===== src/fbsa_pkg.sv =====
// fbsa_pkg: shared types and constants for the frame buffer slot allocator.
// Holds field widths, command/status codes, sequencer states and the structs
// passed between the slot store, the scan unit and the top level.
`timescale 1ns / 1ps

package fbsa_pkg;

  localparam int unsigned NUM_SLOTS_DEF = 16;
  localparam int unsigned HANDLE_W      = 32;
  localparam int unsigned DIM_W         = 16;
  localparam int unsigned STRIDE_W      = 18;

  typedef enum logic [1:0] {
    CMD_ACQUIRE = 2'd0,
    CMD_VIEW    = 2'd1,
    CMD_RELEASE = 2'd2
  } cmd_e;

  typedef enum logic [2:0] {
    STS_OK          = 3'd0,
    STS_CLOSED      = 3'd1,
    STS_INVALID     = 3'd2,
    STS_UNSUPPORTED = 3'd3,
    STS_NO_SLOT     = 3'd4,
    STS_NOT_FOUND   = 3'd5
  } status_e;

  typedef enum logic [1:0] {
    S_IDLE,
    S_SCAN,
    S_FETCH,
    S_RESP
  } fsm_e;

  // Stored geometry of one slot.
  typedef struct packed {
    logic [DIM_W-1:0]    width;
    logic [DIM_W-1:0]    height;
    logic [STRIDE_W-1:0] stride;
  } geom_t;

  // Scan unit status toward the sequencer.
  typedef struct packed {
    logic done;
    logic hit;
  } scan_stat_t;

  // Sequencer controls, decoded from the state.
  typedef struct packed {
    logic scan_start;
    logic alloc_we;
    logic free_we;
    logic load_early;
    logic load_scan;
    logic load_geom;
    logic out_valid;
  } ctrl_t;

endpackage


===== src/frame_buffer_slot_allocator_core.sv =====
// frame_buffer_slot_allocator_core: top level of the frame buffer slot pool.
// Instantiates fbsa_slot_store and fbsa_scan_unit; uses fbsa_pkg.
//
//   Channel  | Handshake                 | Payload
//   ---------+---------------------------+------------------------------------
//   in       | in_valid_i / in_stall_o   | cmd, handle, req_width, req_height,
//            |                           | pixel_kind, mem_place
//   out      | out_valid_o / out_stall_i | status, out_handle, out_width,
//            |                           | out_height, out_stride
//   cfg      | cfg_we_i                  | cfg_wdata_i (store_closed)
//
// One transaction at a time; a failed argument check answers in the cycle after acceptance.
// A slot search compares one slot per cycle after a registered handle read and stops at the first
// slot that decides or at the last slot. A view that finds its handle adds one geometry read.
// The response register holds the result until the out transaction completes.
// Reset clears busy flags, store_closed and the handle counter (to 1); no memory clearing pass.
// in_stall_o is high after acceptance until the result has been taken.
`timescale 1ns / 1ps

module frame_buffer_slot_allocator_core import fbsa_pkg::*; #(
  parameter int unsigned NUM_SLOTS = NUM_SLOTS_DEF,
  localparam int unsigned IDX_W = (NUM_SLOTS > 1) ? $clog2(NUM_SLOTS) : 1
) (
  input  logic                clk_i,
  input  logic                rst_ni,
  // configuration
  input  logic                cfg_we_i,
  input  logic                cfg_wdata_i,
  // request channel
  input  logic                in_valid_i,
  output logic                in_stall_o,
  input  logic [1:0]          cmd_i,
  input  logic [HANDLE_W-1:0] handle_i,
  input  logic [DIM_W-1:0]    req_width_i,
  input  logic [DIM_W-1:0]    req_height_i,
  input  logic [2:0]          pixel_kind_i,
  input  logic [1:0]          mem_place_i,
  // response channel
  output logic                out_valid_o,
  input  logic                out_stall_i,
  output logic [2:0]          status_o,
  output logic [HANDLE_W-1:0] out_handle_o,
  output logic [DIM_W-1:0]    out_width_o,
  output logic [DIM_W-1:0]    out_height_o,
  output logic [STRIDE_W-1:0] out_stride_o
);

  fsm_e                state_q, state_d;
  ctrl_t               ctrl;
  logic                store_closed_q;
  logic [HANDLE_W-1:0] hcnt_q, hcnt_d;

  // Request held for the duration of the transaction.
  logic [1:0]          req_cmd_q;
  logic [HANDLE_W-1:0] req_handle_q;
  logic [DIM_W-1:0]    req_w_q;
  logic [DIM_W-1:0]    req_h_q;

  // Response register.
  status_e             status_q;
  logic [HANDLE_W-1:0] out_handle_q;
  logic [DIM_W-1:0]    out_w_q;
  logic [DIM_W-1:0]    out_h_q;
  logic [STRIDE_W-1:0] out_s_q;

  status_e             early_status;
  logic                need_scan;
  logic                is_acquire;
  logic                is_view;
  logic                is_release;

  logic [IDX_W-1:0]    rd_addr;
  logic [IDX_W-1:0]    slot_idx;
  logic [HANDLE_W-1:0] hdl_rd;
  logic                busy_bit;
  geom_t               geom_rd;
  geom_t               wr_geom;
  scan_stat_t          scan_stat;

  // Argument checks in the order the command defines; any failure answers
  // without touching the slots.
  always_comb begin
    early_status = STS_INVALID;
    need_scan    = 1'b0;
    unique case (cmd_e'(cmd_i))
      CMD_ACQUIRE: begin
        if (store_closed_q) begin
          early_status = STS_CLOSED;
        end else if (mem_place_i != 2'd0) begin
          early_status = STS_INVALID;
        end else if (pixel_kind_i != 3'd0) begin
          early_status = STS_UNSUPPORTED;
        end else if ((req_width_i == '0) || (req_height_i == '0)) begin
          early_status = STS_INVALID;
        end else begin
          need_scan = 1'b1;
        end
      end
      CMD_VIEW: begin
        // a zero handle is rejected even when the store is closed
        if (handle_i == '0) begin
          early_status = STS_INVALID;
        end else if (store_closed_q) begin
          early_status = STS_CLOSED;
        end else begin
          need_scan = 1'b1;
        end
      end
      CMD_RELEASE: begin
        if (handle_i == '0) begin
          early_status = STS_INVALID;
        end else begin
          need_scan = 1'b1;
        end
      end
      default: begin
        early_status = STS_INVALID;
      end
    endcase
  end

  assign is_acquire = (req_cmd_q == CMD_ACQUIRE);
  assign is_view    = (req_cmd_q == CMD_VIEW);
  assign is_release = (req_cmd_q == CMD_RELEASE);

  // Next state.
  always_comb begin
    state_d = state_q;
    unique case (state_q)
      S_IDLE: begin
        if (in_valid_i) begin
          state_d = need_scan ? S_SCAN : S_RESP;
        end
      end
      S_SCAN: begin
        if (scan_stat.done) begin
          state_d = (scan_stat.hit && is_view) ? S_FETCH : S_RESP;
        end
      end
      S_FETCH: begin
        state_d = S_RESP;
      end
      S_RESP: begin
        if (!out_stall_i) begin
          state_d = S_IDLE;
        end
      end
      default: begin
        state_d = S_IDLE;
      end
    endcase
  end

  // Controls per state.
  always_comb begin
    ctrl = '0;
    unique case (state_q)
      S_IDLE: begin
        ctrl.load_early = in_valid_i;
        ctrl.scan_start = in_valid_i && need_scan;
      end
      S_SCAN: begin
        ctrl.load_scan = scan_stat.done;
        ctrl.alloc_we  = scan_stat.done && scan_stat.hit && is_acquire;
        ctrl.free_we   = scan_stat.done && scan_stat.hit && is_release;
      end
      S_FETCH: begin
        ctrl.load_geom = 1'b1;
      end
      S_RESP: begin
        ctrl.out_valid = 1'b1;
      end
      default: begin
        ctrl = '0;
      end
    endcase
  end

  // Advance the handle counter on each allocation; wrap past all ones to 1.
  always_comb begin
    hcnt_d = hcnt_q;
    if (ctrl.alloc_we) begin
      hcnt_d = (hcnt_q == '1) ? HANDLE_W'(1) : hcnt_q + HANDLE_W'(1);
    end
  end

  always_ff @(posedge clk_i or negedge rst_ni) begin
    if (!rst_ni) begin
      state_q        <= S_IDLE;
      store_closed_q <= 1'b0;
      hcnt_q         <= HANDLE_W'(1);
    end else begin
      state_q <= state_d;
      hcnt_q  <= hcnt_d;
      if (cfg_we_i) begin
        store_closed_q <= cfg_wdata_i;
      end
    end
  end

  // Capture the request on acceptance.
  always_ff @(posedge clk_i) begin
    if (ctrl.load_early) begin
      req_cmd_q    <= cmd_i;
      req_handle_q <= handle_i;
      req_w_q      <= req_width_i;
      req_h_q      <= req_height_i;
    end
  end

  // Response register: default fields to zero, fill in as the request resolves.
  always_ff @(posedge clk_i) begin
    if (ctrl.load_early) begin
      status_q     <= early_status;
      out_handle_q <= '0;
      out_w_q      <= '0;
      out_h_q      <= '0;
      out_s_q      <= '0;
    end else if (ctrl.load_scan) begin
      if (scan_stat.hit) begin
        status_q     <= STS_OK;
        out_handle_q <= is_acquire ? hcnt_q : req_handle_q;
      end else begin
        status_q <= is_acquire ? STS_NO_SLOT : STS_NOT_FOUND;
      end
    end else if (ctrl.load_geom) begin
      out_w_q <= geom_rd.width;
      out_h_q <= geom_rd.height;
      out_s_q <= geom_rd.stride;
    end
  end

  // Stride is width times three: shift and add.
  always_comb begin
    wr_geom.width  = req_w_q;
    wr_geom.height = req_h_q;
    wr_geom.stride = STRIDE_W'({req_w_q, 1'b0}) + STRIDE_W'(req_w_q);
  end

  fbsa_scan_unit #(
    .NUM_SLOTS (NUM_SLOTS)
  ) u_scan (
    .clk_i       (clk_i),
    .rst_ni      (rst_ni),
    .start_i     (ctrl.scan_start),
    .find_free_i (is_acquire),
    .key_i       (req_handle_q),
    .busy_i      (busy_bit),
    .hdl_i       (hdl_rd),
    .rd_addr_o   (rd_addr),
    .idx_o       (slot_idx),
    .stat_o      (scan_stat)
  );

  fbsa_slot_store #(
    .NUM_SLOTS (NUM_SLOTS)
  ) u_store (
    .clk_i       (clk_i),
    .rst_ni      (rst_ni),
    .rd_addr_i   (rd_addr),
    .slot_idx_i  (slot_idx),
    .alloc_i     (ctrl.alloc_we),
    .free_i      (ctrl.free_we),
    .wr_handle_i (hcnt_q),
    .wr_geom_i   (wr_geom),
    .hdl_rd_o    (hdl_rd),
    .busy_o      (busy_bit),
    .geom_rd_o   (geom_rd)
  );

  assign in_stall_o   = (state_q != S_IDLE);
  assign out_valid_o  = ctrl.out_valid;
  assign status_o     = status_q;
  assign out_handle_o = out_handle_q;
  assign out_width_o  = out_w_q;
  assign out_height_o = out_h_q;
  assign out_stride_o = out_s_q;

endmodule


===== src/fbsa_slot_store.sv =====
// fbsa_slot_store: per-slot busy flags, handle memory and geometry memory.
// Depends on fbsa_pkg for geom_t and field widths.
`timescale 1ns / 1ps

module fbsa_slot_store import fbsa_pkg::*; #(
  parameter int unsigned NUM_SLOTS = NUM_SLOTS_DEF,
  localparam int unsigned IDX_W = (NUM_SLOTS > 1) ? $clog2(NUM_SLOTS) : 1
) (
  input  logic                clk_i,
  input  logic                rst_ni,
  input  logic [IDX_W-1:0]    rd_addr_i,
  input  logic [IDX_W-1:0]    slot_idx_i,
  input  logic                alloc_i,
  input  logic                free_i,
  input  logic [HANDLE_W-1:0] wr_handle_i,
  input  geom_t               wr_geom_i,
  output logic [HANDLE_W-1:0] hdl_rd_o,
  output logic                busy_o,
  output geom_t               geom_rd_o
);

  logic [NUM_SLOTS-1:0] busy_q;
  logic [NUM_SLOTS-1:0] busy_d;
  logic [HANDLE_W-1:0]  hdl_mem [NUM_SLOTS];
  geom_t                geom_mem [NUM_SLOTS];

  always_comb begin
    busy_d = busy_q;
    if (alloc_i) begin
      busy_d[slot_idx_i] = 1'b1;
    end else if (free_i) begin
      busy_d[slot_idx_i] = 1'b0;
    end
  end

  always_ff @(posedge clk_i or negedge rst_ni) begin
    if (!rst_ni) begin
      busy_q <= '0;
    end else begin
      busy_q <= busy_d;
    end
  end

  // Handle memory: one write port, one registered read port for the scan.
  always_ff @(posedge clk_i) begin
    if (alloc_i) begin
      hdl_mem[slot_idx_i] <= wr_handle_i;
    end
    hdl_rd_o <= hdl_mem[rd_addr_i];
  end

  // Geometry memory: read at the slot under compare into a registered output.
  always_ff @(posedge clk_i) begin
    if (alloc_i) begin
      geom_mem[slot_idx_i] <= wr_geom_i;
    end
    geom_rd_o <= geom_mem[slot_idx_i];
  end

  assign busy_o = busy_q[slot_idx_i];

endmodule


===== src/fbsa_scan_unit.sv =====
// fbsa_scan_unit: walks the slots one per cycle with a single shared compare.
// Finds the lowest free slot or the lowest busy slot holding a key handle.
// Depends on fbsa_pkg for scan_stat_t and HANDLE_W.
`timescale 1ns / 1ps

module fbsa_scan_unit import fbsa_pkg::*; #(
  parameter int unsigned NUM_SLOTS = NUM_SLOTS_DEF,
  localparam int unsigned IDX_W = (NUM_SLOTS > 1) ? $clog2(NUM_SLOTS) : 1,
  localparam int unsigned CNT_W = $clog2(NUM_SLOTS + 1)
) (
  input  logic                clk_i,
  input  logic                rst_ni,
  input  logic                start_i,
  input  logic                find_free_i,
  input  logic [HANDLE_W-1:0] key_i,
  input  logic                busy_i,
  input  logic [HANDLE_W-1:0] hdl_i,
  output logic [IDX_W-1:0]    rd_addr_o,
  output logic [IDX_W-1:0]    idx_o,
  output scan_stat_t          stat_o
);

  logic             active_q, active_d;
  logic [CNT_W-1:0] cnt_q, cnt_d;
  logic             cmp_vld_q, cmp_vld_d;
  logic [IDX_W-1:0] cmp_idx_q, cmp_idx_d;
  logic             issue;
  logic             hit;
  logic             last;

  always_comb begin
    hit  = cmp_vld_q && (find_free_i ? !busy_i : (busy_i && (hdl_i == key_i)));
    last = (cmp_idx_q == IDX_W'(NUM_SLOTS - 1));
    stat_o.hit  = hit;
    stat_o.done = cmp_vld_q && (hit || last);
    issue = active_q && (cnt_q < CNT_W'(NUM_SLOTS));
  end

  always_comb begin
    active_d  = active_q;
    cnt_d     = cnt_q;
    cmp_vld_d = 1'b0;
    cmp_idx_d = cmp_idx_q;
    if (start_i) begin
      active_d = 1'b1;
      cnt_d    = '0;
    end else if (stat_o.done) begin
      active_d = 1'b0;
    end else if (issue) begin
      cmp_vld_d = 1'b1;
      cmp_idx_d = cnt_q[IDX_W-1:0];
      cnt_d     = cnt_q + CNT_W'(1);
    end
  end

  always_ff @(posedge clk_i or negedge rst_ni) begin
    if (!rst_ni) begin
      active_q  <= 1'b0;
      cnt_q     <= '0;
      cmp_vld_q <= 1'b0;
      cmp_idx_q <= '0;
    end else begin
      active_q  <= active_d;
      cnt_q     <= cnt_d;
      cmp_vld_q <= cmp_vld_d;
      cmp_idx_q <= cmp_idx_d;
    end
  end

  assign rd_addr_o = cnt_q[IDX_W-1:0];
  assign idx_o     = cmp_idx_q;

endmodule

===== config.mk =====
export PLATFORM = sky130hd
export DESIGN_NAME = frame_buffer_slot_allocator_core
export DESIGN_NICKNAME = d
export VERILOG_FILES = /design/src/fbsa_pkg.sv /design/src/frame_buffer_slot_allocator_core.sv /design/src/fbsa_slot_store.sv /design/src/fbsa_scan_unit.sv
export SDC_FILE = /design/constraint.sdc
export NUM_CORES = 2
export LEC_CHECK = 0
export BUFFER_PORTS_ARGS = -buffer_cell sky130_fd_sc_hd__buf_4
export CAP_MARGIN = 20
export CORE_MARGIN = 5
export CORE_UTILIZATION = 65
export DETAILED_ROUTE_END_ITERATION = 7
export PLACE_DENSITY = 0.83
export SYNTH_ARGS = -nofsm -noshare
export SYNTH_HDL_FRONTEND = slang
export SYNTH_HIERARCHICAL = 1
export SYNTH_SLANG_ARGS = --single-unit

===== constraint.sdc =====
create_clock -name clk_i -period 12.6 [get_ports clk_i]
set_input_delay 0 -clock clk_i [delete_from_list [all_inputs] [get_ports clk_i]]
set_output_delay 0 -clock clk_i [all_outputs]
set_load 0.02 [all_outputs]

Word-level counts from Yosys, hierarchy flattened
Memories as Yosys holds them, arrays and structs flattened. A register that Yosys moved wholly into a read port is not among the register bits.
Index checks and enable logic that the tools add are counted.
{"block": "classes", "n_addsub": 3, "magnitude_cmp": 3, "n_eq_ne": 14, "muxes": 49, "bitwise": 6, "n_reduce_logical": 31}
{"operator": "$mux 32", "count": 2}
{"operator": "$add 32x1->32 const B", "count": 1}
{"operator": "$eq 32x32->1", "count": 1}
{"operator": "$eq 32x32->1 const B", "count": 1}
{"operator": "$logic_not 16->1", "count": 2}
{"operator": "$logic_not 32->1", "count": 1}
{"operator": "$mux 16", "count": 2}
{"operator": "$mux 1", "count": 26}
{"operator": "$add 17x16->18", "count": 1}
{"operator": "$and 16x16->16", "count": 1}
{"operator": "$mux 2", "count": 8}
{"operator": "$not 16->16", "count": 1}
{"operator": "$or 16x16->16", "count": 1}
{"operator": "$mux 5", "count": 3}
{"operator": "$reduce_bool 2->1", "count": 6}
{"operator": "$logic_and 1x1->1", "count": 10}
{"operator": "$mux 3", "count": 3}
{"operator": "$eq 2x2->1 const B", "count": 4}
{"operator": "$pmux 2 s4", "count": 1}
{"operator": "$eq 2x1->1 const B", "count": 3}
{"operator": "$logic_not 2->1", "count": 3}
{"operator": "$ne 2x2->1 const B", "count": 3}
{"operator": "$pmux 3 s2", "count": 1}
{"operator": "$reduce_and 2->1", "count": 3}
{"operator": "other kinds (14)", "count": 18}
{"block": "word_totals", "reg_bits": 213, "mem_bits_rw": 1312, "input_bits": 77, "output_inout_bits": 87, "elab_cells": 125, "mem_count": 2}
{"name": "u_store.geom_mem", "depth": 16, "width": 50, "rd": 1, "rd_ports_with_merged_regs": 1, "write_ports": 1, "line": "fbsa_slot_store.sv:25", "text": "geom_t geom_mem [NUM_SLOTS];"}
{"name": "u_store.hdl_mem", "depth": 16, "width": 32, "rd": 1, "rd_ports_with_merged_regs": 1, "write_ports": 1, "line": "fbsa_slot_store.sv:24", "text": "logic [HANDLE_W-1:0] hdl_mem [NUM_SLOTS];"}

Depth between registers and ports, before layout
{"block": "logic_depth", "word_depth": 12, "mapped_depth": 19, "depth_no_buf": 14}

Modules after synthesis
The synthesis kept the hierarchy.
{"mod": "fbsa_slot_store", "n_inst": 1, "cells_per_inst": 2178, "area_per_inst_um2": 51391.8, "seq_area_each_um2": 41439.7}
{"mod": "frame_buffer_slot_allocator_core", "n_inst": 1, "cells_per_inst": 742, "area_per_inst_um2": 8045.2, "seq_area_each_um2": 4590.7}
{"mod": "fbsa_scan_unit", "n_inst": 1, "cells_per_inst": 106, "area_per_inst_um2": 1017.2, "seq_area_each_um2": 275.3}

Worst setup path before layout
OpenSTA, ideal clock, no wires.
{"block": "synth_timing", "path_type": "register to register", "start": "reg u_scan.cmp_idx_q[0] (netlist: u_scan/idx_o[0])", "end": "mem u_store/geom_mem[11][0] in the netlist's numbering, enable pin", "setup_ps": 523, "t_arrival_ps": 6635, "required_time_ps": 12077, "path_slack_ps": 5441, "path_stages_with_launch": 16, "n_path_buf": 3, "synth_period_minus_slack_ps": 7159, "cell_sequence": "dfrtp_1 clkbuf_1 buf_4 buf_4 mux4_2 a22oi_1 nand2_1 a21boi_0 nand4_1 nor4_4 a21o_2 and3_1 nand2_1 inv_2 nand3_1 nor2_1"}
{"element": "from (decl)", "line": "fbsa_scan_unit.sv:26", "text": "logic [IDX_W-1:0] cmp_idx_q, cmp_idx_d;"}
{"element": "from (signal assigned)", "line": "fbsa_scan_unit.sv:66", "text": "cmp_idx_q <= cmp_idx_d;"}
{"element": "to (decl)", "line": "fbsa_slot_store.sv:25"}

==> metrics.yaml <==
slew_viol_final: 0
global_route.usage.met3: 0.08545
status: "completed"
areaGrowthSynthToFinish_pct: 15.51
ys_seq_elements: 1607
worstRegToRegCells: 15
synth.top_cells.by_area: "edfxtp_1, mux4_2, dfxtp_1"
cp-start-kind: "flop"
fill_cells: 4490
skew_ps: 33.28
grtUsageMet1: 0.4160
path_clk_slew_ps: 60
drt-total-wl_um: 160800
tightestPinTransition_ps: 1337
top_post_synthesis_cells_by_count: "edfxtp_1, mux4_2, nand2_1"
clock.fmax_mhz: 136.1
max-vdd-ir-drop_uv: 185.3
postCtsResizedCells: 0
yosysWarningCount: 6
gp_congestion: 0.9032
setup_viol: 0
hold_slack_ps: 38.35
cts_inserted_buffers: 154
clock-sinks: 1607
power.density_nw_per_um2: 210.9
min-delay-path-class: "in2reg"
finalHoldViolations: 0
synthArstFlopShare: 0.03858
die_x_um: 315.0
fraction_of_layout_instances_using_a_drive_strength_above_1: 0.2430
total_number_of_nets_in_the_final_design: 3496
drt_iter0_markers: 4935
chip_height_um: 315.0
place.port_buffers: 163
syn_inst: 3026
synth_area_leader_cell: "edfxtp_1"
max-slew-margin-rel: 0.1022
route.detailed.drc: 0
htree_num_levels: 4
ios: 164
ys_seq_area_frac: 0.7660
grt_pass1_wl_um: 231800
final.setup.tns_ps: 0
ys.flop_type: "edfxtp_1"
global_route.usage.total: 0.3237
holdPathStages: 2
hpwlAfterDp_um: 82320
grt_util_met2: 0.5399
antenna_found_initial: 8
crit_type: "reg2reg"
wl_per_cell_um: 33.71
critical_path_arrival_ps: 7720
syn_nets: 3128
fp.dieArea_um2: 99210
cp_data_required_time_ps: 12970
root_cell_of_the_clock_tree: "clkbuf_16"
grt_start_max_net_pins: 106
clock_path_buffers: 3
vias: 33170
grt_pass1_vias: 34200
grt_overflow: 0
max_cap_violations: 0
timing.critical_path.fanout_max: 62
standard_cell_core_area_um2: 91940
power.static_leakage_nw: 22.90
number_of_enable_type_register_cells_in_the_synthesized_netlist: 1381
initial_utilization: 0.6575
rsz0062_at_grt: "false"
unique_cell_type_count_in_the_yosys_netlist: 78
drt-vias-per-instance: 6.955
yosysMostFrequentCell: "edfxtp_1"
synth.top_cell.area_share: 0.6860
syn_area_um2: 60450
synth_area_per_cell_um2: 19.98
placement_rows: 111
grt_most_used_layer: "met2"
tritoncts: "yes"
antenna_left: 0
clock_latency_ps: 770
timing.final.crit_period_ps: 7348
finalCritPeriodShare: 0.5832
detail_route.first_pass.iterations: 8
kind_of_end_point_of_the_critical_path: "flop"
power by group:
part / switching [mW] / total (mW) / internal, mW
Sequential: 0.343 / 6.59 / 6.24
Combinational: 2.01 / 3.45 / 1.44
Clock: 2.03 / 4.69 / 2.66
Total: 4.38 / 14.7 / 10.3
critical path, stage by stage (launching register included):
cell      delay (ps)
dfrtp_4         1030
mux4_2           360
a22oi_1          110
nand2_1          260
o21ai_0          130
or4_4            450
nor3_1           170
nand4_1          120
a21boi_0         480
and3_2           590
buf_12           280
nand2_1          120
inv_2            310
nand3_1          500
nor2_4          1080
buf_4            810
stage by stage:
stage | power [mW] | cells | utilization | setup slack [ps] | instance area, um2
after floorplan | 8.840 | 3026 | - | 5441 | 60450
after global placement | 9.775 | 4327 | 0.6860 | 5199 | 63070
after detailed placement | 9.897 | 4332 | 0.6868 | 5101 | 63140
after CTS | 14.63 | 4752 | 0.7573 | 5016 | 69620
after global routing | 15.22 | 4766 | 0.7595 | 5000 | 69830
final | 14.73 | 4769 | 0.7595 | 5252 | 69830
final timing paths:
path                                            start                  endpoint  slack, ps
worst max-delay path                  u_scan/idx_o[1]  u_store/geom_mem[15][13]       5250
worst min-delay path                     handle_i[29]          req_handle_q[29]         40
worst max register to register        u_scan/idx_o[1]  u_store/geom_mem[15][13]       5250
worst min register to register  u_store/geom_rd_o[31]          out_height_o[13]        460
max in group asynchronous                      rst_ni           u_scan/idx_o[1]      11840
min in group asynchronous                      rst_ni                 hcnt_q[0]        340
state kept, by name (all words and copies together) (netlist names), 4 cells and up, named ones only:
name / flops
out_stride_o: 18
req_handle_q: 32
u_scan/idx_o: 4
out_width_o: 16
u_store/geom_rd_o: 50
u_store/hdl_mem: 512
out_height_o: 16
out_handle_o: 32
req_h_q: 16
req_w_q: 16
u_store/hdl_rd_o: 32
hcnt_q: 32
u_store/geom_mem: 800
u_scan/cnt_q: 5
routing by layer:
| metal | vias to the layer above | part of all wire | wire [um] |
|---|---|---|---|
| met2 | 2619 | 0.51 | 81440 |
| met3 | 494 | 0.11 | 18430 |
| li1 | 13060 | - | - |
| met1 | 16990 | 0.33 | 53510 |
| met4 | 6 | 0.046 | 7362 |
| met5 | - | 0.00026 | 42 |
timing repair:
action | in CTS | in global routing
endpoints found under the setup margin | 0 | 0
setup buffers | 0 | 0
hold buffers | 136 | 0
endpoints found under the hold margin | 139 | 0
cells by family after synthesis:
kind of cell | share of synthesized area
adders and majority gates | 0.005298
xor gates and xnor gates | 0.008548
AOI/OAI and AO/OA | 0.03779
muxes | 0.1337
buffers and inverters | 0.01405
DFF | 0.7660
and+or+nand+nor | 0.03461
final cells by class:
| class | instances | area [um2] | area share |
|---|---|---|---|
| Sequential cell | 1607 | 46320 | 0.6633 |
| Multi-Input combinational cell | 1239 | 13470 | 0.1929 |
| Clock buffer | 197 | 4189 | 0.05999 |
| Timing Repair Buffer | 368 | 3273 | 0.04687 |
| Tap cell | 1243 | 1555 | 0.02227 |
| Clock inverter | 87 | 913.4 | 0.01308 |
| Inverter | 24 | 100.1 | 0.001433 |
| Antenna cell | 4 | 10.01 | 0.0001433 |
cells in the final DEF (no fill, tap or decap), types with 31 or more instances in the layout:
cell | synthesis | final
o21ai_0 | 51 | 51
mux4_2 | 332 | 332
mux2i_1 | 51 | 51
dfxtp_1 | 164 | 164
nand2_1 | 182 | 182
a311oi_1 | 31 | 31
edfxtp_1 | 1381 | 1381
clkbuf_16 | 0 | 157
xor2_1 | 31 | 31
nor2_1 | 133 | 115
buf_4 | 18 | 219
dfrtp_1 | 61 | 57
dlygate4sd3_1 | 0 | 135
a22oi_1 | 166 | 166
No activity file was read; power rests on OpenSTA's default activity.
